--- src/rrqq_pkg.sv ---
package rrqq_pkg;

  localparam int unsigned QueueDepthDefault = 64;

  localparam int unsigned JOB_W       = 16;
  localparam int unsigned CMD_W       = 2;
  localparam int unsigned STATUS_W    = 3;
  localparam int unsigned MEAN_W      = 24;
  localparam int unsigned FRAC_W      = 8;
  localparam int unsigned IN_TDATA_W  = 16;
  localparam int unsigned IN_TUSER_W  = CMD_W;
  localparam int unsigned OUT_TDATA_W = 48;
  localparam int unsigned OUT_TUSER_W = STATUS_W;
  localparam int unsigned OUT_PAD_W   = OUT_TDATA_W - (JOB_W + 1 + MEAN_W);

  localparam logic [JOB_W-1:0] QUANTUM_RESET = JOB_W'(1);

  localparam logic [CMD_W-1:0] CMD_ADD   = 2'd0;
  localparam logic [CMD_W-1:0] CMD_SERVE = 2'd1;
  localparam logic [CMD_W-1:0] CMD_AVG   = 2'd2;

  localparam logic [STATUS_W-1:0] STAT_SERVED  = 3'd0;
  localparam logic [STATUS_W-1:0] STAT_EMPTY   = 3'd1;
  localparam logic [STATUS_W-1:0] STAT_ADDED   = 3'd2;
  localparam logic [STATUS_W-1:0] STAT_ZERO    = 3'd3;
  localparam logic [STATUS_W-1:0] STAT_FULL    = 3'd4;
  localparam logic [STATUS_W-1:0] STAT_AVERAGE = 3'd5;

  typedef enum logic [3:0] {
    S_IDLE = 4'b0001,
    S_EXEC = 4'b0010,
    S_DIV  = 4'b0100,
    S_AVG  = 4'b1000
  } state_e;

endpackage

--- src/rrqq_ram.sv ---
module rrqq_ram #(
  parameter int unsigned WIDTH = 16,
  parameter int unsigned DEPTH = 64
) (
  input  logic                     clk_i,
  input  logic                     we_i,
  input  logic [$clog2(DEPTH)-1:0] waddr_i,
  input  logic [WIDTH-1:0]         wdata_i,
  input  logic                     re_i,
  input  logic [$clog2(DEPTH)-1:0] raddr_i,
  output logic [WIDTH-1:0]         rdata_o
);

  logic [WIDTH-1:0] mem_q [DEPTH];
  logic [WIDTH-1:0] rdata_q;

  always_ff @(posedge clk_i) begin
    if (we_i) begin
      mem_q[waddr_i] <= wdata_i;
    end
    if (re_i) begin
      rdata_q <= mem_q[raddr_i];
    end
  end

  assign rdata_o = rdata_q;

endmodule

--- src/rrqq_div.sv ---
module rrqq_div #(
  parameter int unsigned DVD_W = 31,
  parameter int unsigned DVS_W = 7
) (
  input  logic             clk_i,
  input  logic             rst_ni,
  input  logic             start_i,
  input  logic [DVD_W-1:0] dividend_i,
  input  logic [DVS_W-1:0] divisor_i,
  output logic             done_o,
  output logic [DVD_W-1:0] quotient_o
);

  localparam int unsigned STEP_W = $clog2(DVD_W);
  localparam logic [STEP_W-1:0] LAST_STEP = STEP_W'(DVD_W - 1);

  logic              busy_q, busy_d;
  logic              done_q, done_d;
  logic [STEP_W-1:0] cnt_q, cnt_d;
  logic [DVD_W-1:0]  quot_q, quot_d;
  logic [DVS_W-1:0]  rem_q, rem_d;
  logic [DVS_W-1:0]  dvs_q, dvs_d;
  logic [DVS_W:0]    trial;
  logic [DVS_W:0]    diff;
  logic              fits;

  assign trial = {rem_q, quot_q[DVD_W-1]};
  assign fits  = trial >= {1'b0, dvs_q};
  assign diff  = trial - {1'b0, dvs_q};

  always_comb begin
    busy_d = busy_q;
    done_d = 1'b0;
    cnt_d  = cnt_q;
    quot_d = quot_q;
    rem_d  = rem_q;
    dvs_d  = dvs_q;
    if (start_i) begin
      busy_d = 1'b1;
      cnt_d  = LAST_STEP;
      quot_d = dividend_i;
      rem_d  = '0;
      dvs_d  = divisor_i;
    end else if (busy_q) begin
      quot_d = {quot_q[DVD_W-2:0], fits};
      rem_d  = fits ? diff[DVS_W-1:0] : trial[DVS_W-1:0];
      cnt_d  = cnt_q - STEP_W'(1);
      if (cnt_q == '0) begin
        busy_d = 1'b0;
        done_d = 1'b1;
      end
    end
  end

  always_ff @(posedge clk_i or negedge rst_ni) begin
    if (!rst_ni) begin
      busy_q <= 1'b0;
      done_q <= 1'b0;
      cnt_q  <= '0;
    end else begin
      busy_q <= busy_d;
      done_q <= done_d;
      cnt_q  <= cnt_d;
    end
  end

  always_ff @(posedge clk_i) begin
    quot_q <= quot_d;
    rem_q  <= rem_d;
    dvs_q  <= dvs_d;
  end

  assign done_o     = done_q;
  assign quotient_o = quot_q;

endmodule

--- src/round_robin_quantum_queue_top.sv ---
// Round-robin time-slice scheduler over a FIFO of up to QUEUE_DEPTH job times held in one
// single-port-write, registered-read RAM. Each command beat is taken on s_axis and gives one
// result beat on m_axis (command 3 gives none). For add and serve the accept cycle reads the
// oldest job from RAM; S_EXEC updates the queue once the result slot is free, writing the new
// job or a serve remainder at the tail. Average uses a restoring divider retiring one quotient
// bit per cycle over DVD_W dividend bits (31 at the default depth). A new beat is taken once
// the previous command is finished, even while its result beat waits on m_axis_tready_i.
// The user writes the quantum register via cfg_we_i/cfg_wdata_i only while idle (unchecked).
module round_robin_quantum_queue_top #(
  parameter int unsigned QUEUE_DEPTH = rrqq_pkg::QueueDepthDefault
) (
  input  logic                             clk_i,
  input  logic                             rst_ni,
  input  logic                             cfg_we_i,
  input  logic [rrqq_pkg::JOB_W-1:0]       cfg_wdata_i,
  input  logic                             s_axis_tvalid_i,
  output logic                             s_axis_tready_o,
  input  logic [rrqq_pkg::IN_TDATA_W-1:0]  s_axis_tdata_i,  // [15:0] job_time
  input  logic [rrqq_pkg::IN_TUSER_W-1:0]  s_axis_tuser_i,  // [1:0] command
  output logic                             m_axis_tvalid_o,
  input  logic                             m_axis_tready_i,
  output logic [rrqq_pkg::OUT_TDATA_W-1:0] m_axis_tdata_o,  // [15:0] granted, [16] job_done,
                                                            // [40:17] mean_time, rest zero
  output logic [rrqq_pkg::OUT_TUSER_W-1:0] m_axis_tuser_o   // [2:0] status
);

  localparam int unsigned JOB_W = rrqq_pkg::JOB_W;
  localparam int unsigned PTR_W = $clog2(QUEUE_DEPTH);
  localparam int unsigned CNT_W = $clog2(QUEUE_DEPTH + 1);
  localparam int unsigned SUM_W = JOB_W + CNT_W;
  localparam int unsigned DVD_W = SUM_W + rrqq_pkg::FRAC_W;
  localparam logic [PTR_W-1:0] LAST_PTR  = PTR_W'(QUEUE_DEPTH - 1);
  localparam logic [CNT_W-1:0] DEPTH_CNT = CNT_W'(QUEUE_DEPTH);

  rrqq_pkg::state_e state_q, state_d;

  logic [rrqq_pkg::CMD_W-1:0] cmd_q, cmd_d;
  logic [JOB_W-1:0]           jt_q, jt_d;
  logic [JOB_W-1:0]           quantum_q, quantum_d;
  logic [PTR_W-1:0]           head_q, head_d;
  logic [PTR_W-1:0]           tail_q, tail_d;
  logic [CNT_W-1:0]           count_q, count_d;
  logic [SUM_W-1:0]           sum_q, sum_d;

  logic                          out_valid_q, out_valid_d;
  logic [rrqq_pkg::STATUS_W-1:0] out_status_q, out_status_d;
  logic [JOB_W-1:0]              out_granted_q, out_granted_d;
  logic                          out_done_q, out_done_d;
  logic [rrqq_pkg::MEAN_W-1:0]   out_mean_q, out_mean_d;

  logic             in_beat;
  logic             out_free;
  logic             empty;
  logic [PTR_W-1:0] head_nxt;
  logic [PTR_W-1:0] tail_nxt;
  logic             ram_we;
  logic [JOB_W-1:0] ram_wdata;
  logic [JOB_W-1:0] ram_rdata;
  logic             div_start;
  logic             div_done;
  logic [DVD_W-1:0] div_quot;
  logic [SUM_W-1:0] jt_ext;
  logic [SUM_W-1:0] quantum_ext;
  logic [SUM_W-1:0] rdata_ext;

  assign s_axis_tready_o = (state_q == rrqq_pkg::S_IDLE);
  assign in_beat         = s_axis_tvalid_i && s_axis_tready_o;
  assign out_free        = !out_valid_q || m_axis_tready_i;
  assign empty           = (count_q == '0);
  assign head_nxt        = (head_q == LAST_PTR) ? '0 : head_q + PTR_W'(1);
  assign tail_nxt        = (tail_q == LAST_PTR) ? '0 : tail_q + PTR_W'(1);
  assign jt_ext          = {{(SUM_W - JOB_W){1'b0}}, jt_q};
  assign quantum_ext     = {{(SUM_W - JOB_W){1'b0}}, quantum_q};
  assign rdata_ext       = {{(SUM_W - JOB_W){1'b0}}, ram_rdata};

  rrqq_ram #(
    .WIDTH(JOB_W),
    .DEPTH(QUEUE_DEPTH)
  ) u_ram (
    .clk_i  (clk_i),
    .we_i   (ram_we),
    .waddr_i(tail_q),
    .wdata_i(ram_wdata),
    .re_i   (in_beat),
    .raddr_i(head_q),
    .rdata_o(ram_rdata)
  );

  rrqq_div #(
    .DVD_W(DVD_W),
    .DVS_W(CNT_W)
  ) u_div (
    .clk_i     (clk_i),
    .rst_ni    (rst_ni),
    .start_i   (div_start),
    .dividend_i({sum_q, {rrqq_pkg::FRAC_W{1'b0}}}),
    .divisor_i (count_q),
    .done_o    (div_done),
    .quotient_o(div_quot)
  );

  always_comb begin
    state_d       = state_q;
    cmd_d         = cmd_q;
    jt_d          = jt_q;
    quantum_d     = cfg_we_i ? cfg_wdata_i : quantum_q;
    head_d        = head_q;
    tail_d        = tail_q;
    count_d       = count_q;
    sum_d         = sum_q;
    out_valid_d   = out_valid_q && !m_axis_tready_i;
    out_status_d  = out_status_q;
    out_granted_d = out_granted_q;
    out_done_d    = out_done_q;
    out_mean_d    = out_mean_q;
    ram_we        = 1'b0;
    ram_wdata     = jt_q;
    div_start     = 1'b0;

    unique case (state_q)
      rrqq_pkg::S_IDLE: begin
        if (in_beat) begin
          cmd_d   = s_axis_tuser_i;
          jt_d    = s_axis_tdata_i;
          state_d = rrqq_pkg::S_EXEC;
        end
      end
      rrqq_pkg::S_EXEC: begin
        unique case (cmd_q)
          rrqq_pkg::CMD_ADD: begin
            if (out_free) begin
              out_valid_d   = 1'b1;
              out_granted_d = '0;
              out_done_d    = 1'b0;
              out_mean_d    = '0;
              state_d       = rrqq_pkg::S_IDLE;
              if (jt_q == '0) begin
                out_status_d = rrqq_pkg::STAT_ZERO;
              end else if (count_q >= DEPTH_CNT) begin
                out_status_d = rrqq_pkg::STAT_FULL;
              end else begin
                out_status_d = rrqq_pkg::STAT_ADDED;
                ram_we       = 1'b1;
                tail_d       = tail_nxt;
                count_d      = count_q + CNT_W'(1);
                sum_d        = sum_q + jt_ext;
              end
            end
          end
          rrqq_pkg::CMD_SERVE: begin
            if (out_free) begin
              out_valid_d   = 1'b1;
              out_granted_d = '0;
              out_done_d    = 1'b0;
              out_mean_d    = '0;
              state_d       = rrqq_pkg::S_IDLE;
              if (empty) begin
                out_status_d = rrqq_pkg::STAT_EMPTY;
              end else begin
                out_status_d = rrqq_pkg::STAT_SERVED;
                head_d       = head_nxt;
                if (ram_rdata > quantum_q) begin
                  out_granted_d = quantum_q;
                  ram_we        = 1'b1;
                  ram_wdata     = ram_rdata - quantum_q;
                  tail_d        = tail_nxt;
                  sum_d         = sum_q - quantum_ext;
                end else begin
                  out_granted_d = ram_rdata;
                  out_done_d    = 1'b1;
                  count_d       = count_q - CNT_W'(1);
                  sum_d         = sum_q - rdata_ext;
                end
              end
            end
          end
          rrqq_pkg::CMD_AVG: begin
            if (!empty) begin
              div_start = 1'b1;
              state_d   = rrqq_pkg::S_DIV;
            end else if (out_free) begin
              out_valid_d   = 1'b1;
              out_status_d  = rrqq_pkg::STAT_EMPTY;
              out_granted_d = '0;
              out_done_d    = 1'b0;
              out_mean_d    = '0;
              state_d       = rrqq_pkg::S_IDLE;
            end
          end
          default: begin
            state_d = rrqq_pkg::S_IDLE;
          end
        endcase
      end
      rrqq_pkg::S_DIV: begin
        if (div_done) begin
          state_d = rrqq_pkg::S_AVG;
        end
      end
      rrqq_pkg::S_AVG: begin
        if (out_free) begin
          out_valid_d   = 1'b1;
          out_status_d  = rrqq_pkg::STAT_AVERAGE;
          out_granted_d = '0;
          out_done_d    = 1'b0;
          out_mean_d    = div_quot[rrqq_pkg::MEAN_W-1:0];
          state_d       = rrqq_pkg::S_IDLE;
        end
      end
      default: begin
        state_d = rrqq_pkg::S_IDLE;
      end
    endcase
  end

  always_ff @(posedge clk_i or negedge rst_ni) begin
    if (!rst_ni) begin
      state_q     <= rrqq_pkg::S_IDLE;
      quantum_q   <= rrqq_pkg::QUANTUM_RESET;
      head_q      <= '0;
      tail_q      <= '0;
      count_q     <= '0;
      sum_q       <= '0;
      out_valid_q <= 1'b0;
    end else begin
      state_q     <= state_d;
      quantum_q   <= quantum_d;
      head_q      <= head_d;
      tail_q      <= tail_d;
      count_q     <= count_d;
      sum_q       <= sum_d;
      out_valid_q <= out_valid_d;
    end
  end

  always_ff @(posedge clk_i) begin
    cmd_q         <= cmd_d;
    jt_q          <= jt_d;
    out_status_q  <= out_status_d;
    out_granted_q <= out_granted_d;
    out_done_q    <= out_done_d;
    out_mean_q    <= out_mean_d;
  end

  assign m_axis_tvalid_o = out_valid_q;
  assign m_axis_tuser_o  = out_status_q;
  assign m_axis_tdata_o  = {{rrqq_pkg::OUT_PAD_W{1'b0}}, out_mean_q, out_done_q, out_granted_q};

endmodule
--- config.mk ---
export PLATFORM = sky130hd
export DESIGN_NAME = round_robin_quantum_queue_top
export DESIGN_NICKNAME = d
export VERILOG_FILES = /design/src/rrqq_pkg.sv /design/src/rrqq_ram.sv /design/src/rrqq_div.sv /design/src/round_robin_quantum_queue_top.sv
export SDC_FILE = /design/constraint.sdc
export NUM_CORES = 2
export LEC_CHECK = 0
export BUFFER_PORTS_ARGS = -buffer_cell sky130_fd_sc_hd__buf_2
export CORE_UTILIZATION = 46
export CTS_CLUSTER_SIZE = 10
export DETAILED_ROUTE_END_ITERATION = 10
export GPL_ROUTABILITY_DRIVEN = 0
export PLACE_DENSITY = 0.71
export SETUP_SLACK_MARGIN = 0.4
export SLEW_MARGIN = 20
export SYNTH_ARGS = -nofsm -noshare
export SYNTH_HDL_FRONTEND = slang
export SYNTH_HIERARCHICAL = 1
export SYNTH_SLANG_ARGS = --single-unit
--- constraint.sdc ---
create_clock -name clk_i -period 10.6 [get_ports clk_i]
set_input_delay 2.12 -clock clk_i [delete_from_list [all_inputs] [get_ports clk_i]]
set_output_delay 2.12 -clock clk_i [all_outputs]
set_load 0.1 [all_outputs]
== Word-level counts from Yosys, hierarchy flattened ==
Memory sizes are Yosys's and may differ from the RTL's. A register that Yosys moved wholly into a read port is not among the register bits.
Cells that the tools add are included.

* Bits in registers: 177
* Bits in writable memories: 1,024
* Output and inout port bits: 53
* Memories kept: 1

{| class="wikitable"
|+ Memories
! memory !! words !! width !! read ports !! clocked after memory_dff !! write ports !! RTL line !! source
|-
| u_ram.mem_q || 64 || 16 || 1 || 1 || 1 || rrqq_ram.sv:14 || <nowiki>logic [WIDTH-1:0] mem_q [DEPTH];</nowiki>
|}

* $add $sub $neg: 10
* $lt $le $gt $ge: 3
* Equality and inequality tests: 24
* Mux-type cells: 91
* Bitwise operators: 1
* Reduce and logical (&&, ||, !) cells: 22

{| class="wikitable"
|+ Operators with widths
! operator !! number
|-
| $mux W16 || 10
|-
| $mux W23 || 6
|-
| $pmux W24 S2 || 2
|-
| $mux W24 || 3
|-
| $mux W31 || 2
|-
| $mux W7 || 7
|-
| $mux W6 || 8
|-
| $pmux W16 S3 || 1
|-
| $pmux W23 S2 || 1
|-
| $sub A23 B16 Y23 || 2
|-
| $pmux W16 S2 || 1
|-
| $mux W1 || 26
|-
| $add A23 B16 Y23 || 1
|-
| $mux W3 || 7
|-
| $gt A16 B16 Y1 || 1
|-
| $logic_not A16 Y1 || 1
|-
| $mux W4 || 4
|-
| $ne A2 B2 Y1 const B || 8
|-
| $pmux W4 S4 || 1
|-
| $reduce_and A8 Y1 || 2
|-
| $sub A16 B16 Y16 || 1
|-
| $ne A3 B3 Y1 const B || 5
|-
| $pmux W7 S2 || 1
|-
| $reduce_and A7 Y1 || 2
|-
| other kinds (34) || 48
|}

== Depth between registers and ports, before layout ==
* Word-level depth: 8
* Gate-level depth with buffers: 21

== By module ==
The synthesis kept the hierarchy.

{| class="wikitable"
|+ Modules (own cells, without submodules)
! module !! instances !! cells each !! area an instance (sq um) !! seq. area each (sq um)
|-
| rrqq_ram || 1 || 1,820 || 40,138.5 || 31,230.0
|-
| round_robin_quantum_queue_top || 1 || 836 || 8,189.1 || 3,440.8
|-
| rrqq_div || 1 || 206 || 2,651.3 || 1,456.4
|}

== Least setup slack after synthesis ==
Ideal clock, no wire load.

* Path kind: in2reg
* Start point: input m_axis_tready_i
* End point: memory u_ram.mem_q[0][1], data pin
* Data arrival time: 4.842 ns
* Setup slack: 5.194 ns
* Stages: 5
* Path buffers: 1
* Path through: nor2b_1 -> nor4_2 -> nand2_2 -> buf_4 -> mux2i_1

* Word-level cells in the longest chain between the ends: 4

{| class="wikitable"
|+ Ends and longest elaborated chain
! what !! RTL line !! source
|-
| from (decl) || round_robin_quantum_queue_top.sv:21 || <nowiki>input logic m_axis_tready_i,</nowiki>
|-
| $logic_or A1 B1 Y1 || round_robin_quantum_queue_top.sv:68 || <nowiki>assign out_free = !out_valid_q || m_axis_tready_i;</nowiki>
|-
| $mux W16 || round_robin_quantum_queue_top.sv:151 || <nowiki>if (out_free) begin</nowiki>
|-
| $mux W16 || round_robin_quantum_queue_top.sv:129 || <nowiki>unique case (cmd_q)</nowiki>
|-
| $mux W16 || round_robin_quantum_queue_top.sv:120 || <nowiki>unique case (state_q)</nowiki>
|-
| via ram_wdata[1] || round_robin_quantum_queue_top.sv:57 || <nowiki>logic [JOB_W-1:0] ram_wdata;</nowiki>
|-
| to (decl) || rrqq_ram.sv:14 ||
|}

The timed path passes the listed nets, and every way through them passes these cells.

== Worst setup path after layout ==
* Start point: register u_ram.rdata_q[0] (netlist: u_ram/rdata_o[0]) (read register of u_ram.mem_q)
* End point: register sum_q[16]

* Word-level cells in the longest chain between the ends: 5
* Elaborated cells between the ends (all ways): 6
* Those cells by class: add/sub: 1; order compare: 1; mux: 4

{| class="wikitable"
|+ Ends and longest elaborated chain
! what !! RTL line !! source
|-
| from (decl) || rrqq_ram.sv:15 || <nowiki>logic [WIDTH-1:0] rdata_q;</nowiki>
|-
| $sub A23 B16 Y23 or $gt A16 B16 Y1 (tied branches) || round_robin_quantum_queue_top.sv:172, round_robin_quantum_queue_top.sv:162 ||
|-
| $mux W23 (*) || round_robin_quantum_queue_top.sv:162 || <nowiki>if (ram_rdata > quantum_q) begin</nowiki>
|-
| $mux W23 (*) || round_robin_quantum_queue_top.sv:157 || <nowiki>if (empty) begin</nowiki>
|-
| $mux W23 (*) || round_robin_quantum_queue_top.sv:151 ||
|-
| $pmux W23 S2 (*) || round_robin_quantum_queue_top.sv:129 ||
|-
| to (signal assigned) || round_robin_quantum_queue_top.sv:231 || <nowiki>sum_q <= sum_d;</nowiki>
|-
| to (decl) || round_robin_quantum_queue_top.sv:43 || <nowiki>logic [SUM_W-1:0] sum_q, sum_d;</nowiki>
|}

Every way passes the cells marked *; elsewhere a longest branch is shown, timed or not. The select of a mux whose other input is x is not followed.
A chain may end at the register's enable or synchronous reset.

==> flow_summary.json <==
{
  "final.min_clock_period_ps": 5800,
  "synth_top_area_share_pct": 67.2,
  "synth.distinct_cells": 97,
  "cts-root-buf": "clkbuf_16",
  "via_per_inst": 5.90,
  "path_max_fanout": 26,
  "routed_wl_mm": 114,
  "max-slew-margin-rel_pct": 23.0,
  "cp_data_arrival_time_ps": 6390,
  "postSynthAreaPerCell_sq_um": 17.8,
  "io_buffers": 84,
  "path_buf_inv": 1,
  "layout_common_cells": "edfxtp_1, mux4_2, nand2_1, clkbuf_16, nor2_1",
  "grt_setup_unrepaired": "false",
  "fillCellCount": 8534,
  "dpl.hpwl_mm": 68.5,
  "grt_max_degree": 116,
  "critical-path-max-stage-delay_ps": 960,
  "drcViolationCount": 0,
  "initial_core_util_pct": 46.6,
  "critPathKind": "reg2reg",
  "numCtsBuffers": 141,
  "cellLeakagePower_nw": 18.7,
  "drt-wirelength-per-cell_microns": 24.9,
  "final_common_cell": "edfxtp_1",
  "multi_input_area_sq_um": 13800,
  "nNetsFinal": 3159,
  "drv_slew": 0,
  "die_h_microns": 335,
  "vias": 27100,
  "cts_hold_buf": 0,
  "firstDrtPassIters": 7,
  "core_sq_um": 109000,
  "pin_count": 92,
  "worstHoldPathType": "reg2reg",
  "cts_repair_resize_count": 0,
  "synth-edff-count": 1140,
  "ys.flop_type": "edfxtp_1",
  "post_cts.repair.setup_buffers": 0,
  "numPlacedInstances": 4390,
  "clk_path_buf_depth": 3,
  "synthArstFlopShare_pct": 5.75,
  "path_depth": 18,
  "ant_nets": 0,
  "hold_violations": 0,
  "synth_cells": 2862,
  "ir_drop_v": 0.000197,
  "antenna_found_initial": 0,
  "cp_top_family": "compound AO/OA/AOI/OAI gates",
  "cp-startpoint": "u_ram/rdata_o[0]",
  "fin_crit_sh_pct": 54.7,
  "final_cells": 4586,
  "synthToLayoutAreaGrowth_pct": 12.5,
  "crit_path_top_delay_cell": "nor4bb_1",
  "ys_warn_count": 6,
  "clk_latency_ps": 740,
  "syn-cell-area_sq_um": 51000,
  "drtIter0Drc": 2931,
  "yosysTopAreaCell": "edfxtp_1",
  "drive_above_1_share_pct": 22.5,
  "tightest_slew_ps": 1140,
  "cts_sinks": 1217,
  "setup-violations-final": 0,
  "cp-end-kind": "flip-flop",
  "grt-ovfl-total": 0,
  "endpoint": "sum_q[16]",
  "ys_seq_elements": 1217,
  "cap_violations": 0,
  "r2r-start": "u_ram/rdata_o[0]",
  "r2r_setup_slack_ps": 4800,
  "synth_seq_area_share_pct": 70.9,
  "htree_levels": 4,
  "clk_pin_slew_ps": 60,
  "fin_skew_ps": 22.8,
  "crit_chain": "inv_1 -> ha_1 -> fa_1 -> and2b_1 -> o2111ai_1 -> a21oi_2 -> o21ai_1 -> a21oi_4 -> mux2i_1 -> mux2_2 -> ha_1 -> and3_1 -> a221oi_1 -> nor2_1 -> nor4bb_1 -> o21ai_0 -> xnor2_1 -> o21ai_0",
  "die-width_microns": 335,
  "status": "completed",
  "grt_use_total_pct": 20.7,
  "crit_required_ps": 11190,
  "dieArea_sq_um": 112000,
  "r2r_end": "sum_q[16]",
  "fmax_ghz": 0.173,
  "grt_pass1_wl_mm": 173,
  "fin_tns_setup_ps": 0,
  "cts_tree": "built",
  "synth_area_leaders": "edfxtp_1, mux4_2, dfrtp_1",
  "powerDensity_nw_per_um2": 239,
  "regArea_sq_um": 36100,
  "rr_worst_depth": 18,
  "fp-row-count": 121,
  "grt_pass1_vias": 26900,
  "start_kind": "flip-flop"
}
[registers in the layout, summed over array words and instances (netlist names), 4 cells and up]
signal            cells
head_q                6
tail_q                6
out_mean_q           24
sum_q                23
u_div/dvs_q           7
jt_q                 16
out_granted_q        16
u_div/quotient_o     31
quantum_q            16
u_ram/rdata_o        16
u_ram/mem_q        1024
u_div/rem_q           7
state_q               4
count_q               7
u_div/cnt_q           5
[final cells by class]
class | instances | share of cell area, %
multi-input cells | 1451 | 24.1
inverters | 52 | 0.340
repair buffers | 195 | 2.30
diodes | 1 | 0.00436
well taps | 1476 | 3.22
clock inverters | 19 | 0.611
clock buffers | 175 | 6.41
flip-flops and latches | 1217 | 63.0
[how the worst min path moves through the flow]
| stage | to | slack [ps] | startpoint | cells past startpoint |
|---|---|---|---|---|
| after floorplan | u_div/dvs_q[6] | 420 | count_q[6] | 0 |
| after global routing | u_div/dvs_q[3] | 530 | count_q[3] | 0 |
| after detailed placement | u_div/dvs_q[3] | 490 | count_q[3] | 0 |
| after CTS | u_div/dvs_q[3] | 500 | count_q[3] | 0 |
| after global placement | u_div/dvs_q[3] | 490 | count_q[3] | 0 |
| final | u_div/dvs_q[3] | 500 | count_q[3] | 0 |
[routing by layer]
metal | vias to the layer above | part of all wire [%] | global-route usage (%)
li1 | 11800 | - | -
met1 | 14000 | 41 | 28.5
met2 | 1046 | 48 | 33.0
met3 | 188 | 7.2 | 3.98
met4 | 0 | 2.9 | 7.20
met5 | - | 0 | 0
[per-stage QoR]
step	utilization (%)	hold slack (ps)	instance area, sq um	worst slack, ps	power, mW
floorplan	-	420	51000	5190	8.62
global placement	48.8	492	53300	4900	9.39
detailed placement	48.8	489	53300	4830	9.44
CTS	52.5	502	57300	4830	13.8
global route	52.5	527	57400	4350	14.2
finish	52.5	503	57400	4800	13.7
[kinds of logic (layout without fill, tap and decap cells)]
logic type | Yosys count | count (layout) | synth area share [%]
simple gates | 518 | 518 | 5.28
fa+ha+maj | 62 | 62 | 1.58
buf+inv | 208 | 441 | 2.26
other cells | 1 | 16 | 0.00736
compound gates | 389 | 389 | 5.32
mux | 409 | 409 | 13.7
xor+xnor | 58 | 58 | 0.996
flops | 1217 | 1217 | 70.9
[power breakdown]
group	leakage (nW)	internal [mW]	switching [mW]
combinational	5.55	1.35	2.00
clock	1.95	2.49	1.84
sequential	11.2	5.76	0.247
total	18.7	9.60	4.08
[cells in the mapped netlist, types with 5 or more instances]
library cell  count
edfxtp_1       1140
mux4_2          221
nand2_1         143
nor2_1          117
mux2i_1         114
o21ai_0          89
mux2_2           71
clkbuf_1         68
dfrtp_1          68
a22oi_1          61
ha_1             58
a21oi_1          56
inv_1            52
nand3_1          45
nor2b_1          41
xnor2_1          38
and2_1           34
buf_2            31
buf_4            29
a21o_1           24
a221oi_1         23
a31oi_1          21
xor2_1           20
nand2b_1         16
nand4_1          16
a211oi_1         15
buf_6            15
nor3_1           15
a311oi_1         14
and4_1           13
and3_1           11
a211o_1          10
nand3b_1          8
nor3b_1           8
dfxtp_1           7
nor4_1            7
or2_2             7
or3_1             7
a41oi_1           6
buf_1             6
buf_12            6
o21a_1            6
o2111ai_1         5
o211a_1           5
No activity file was read; power rests on OpenSTA's default activity.
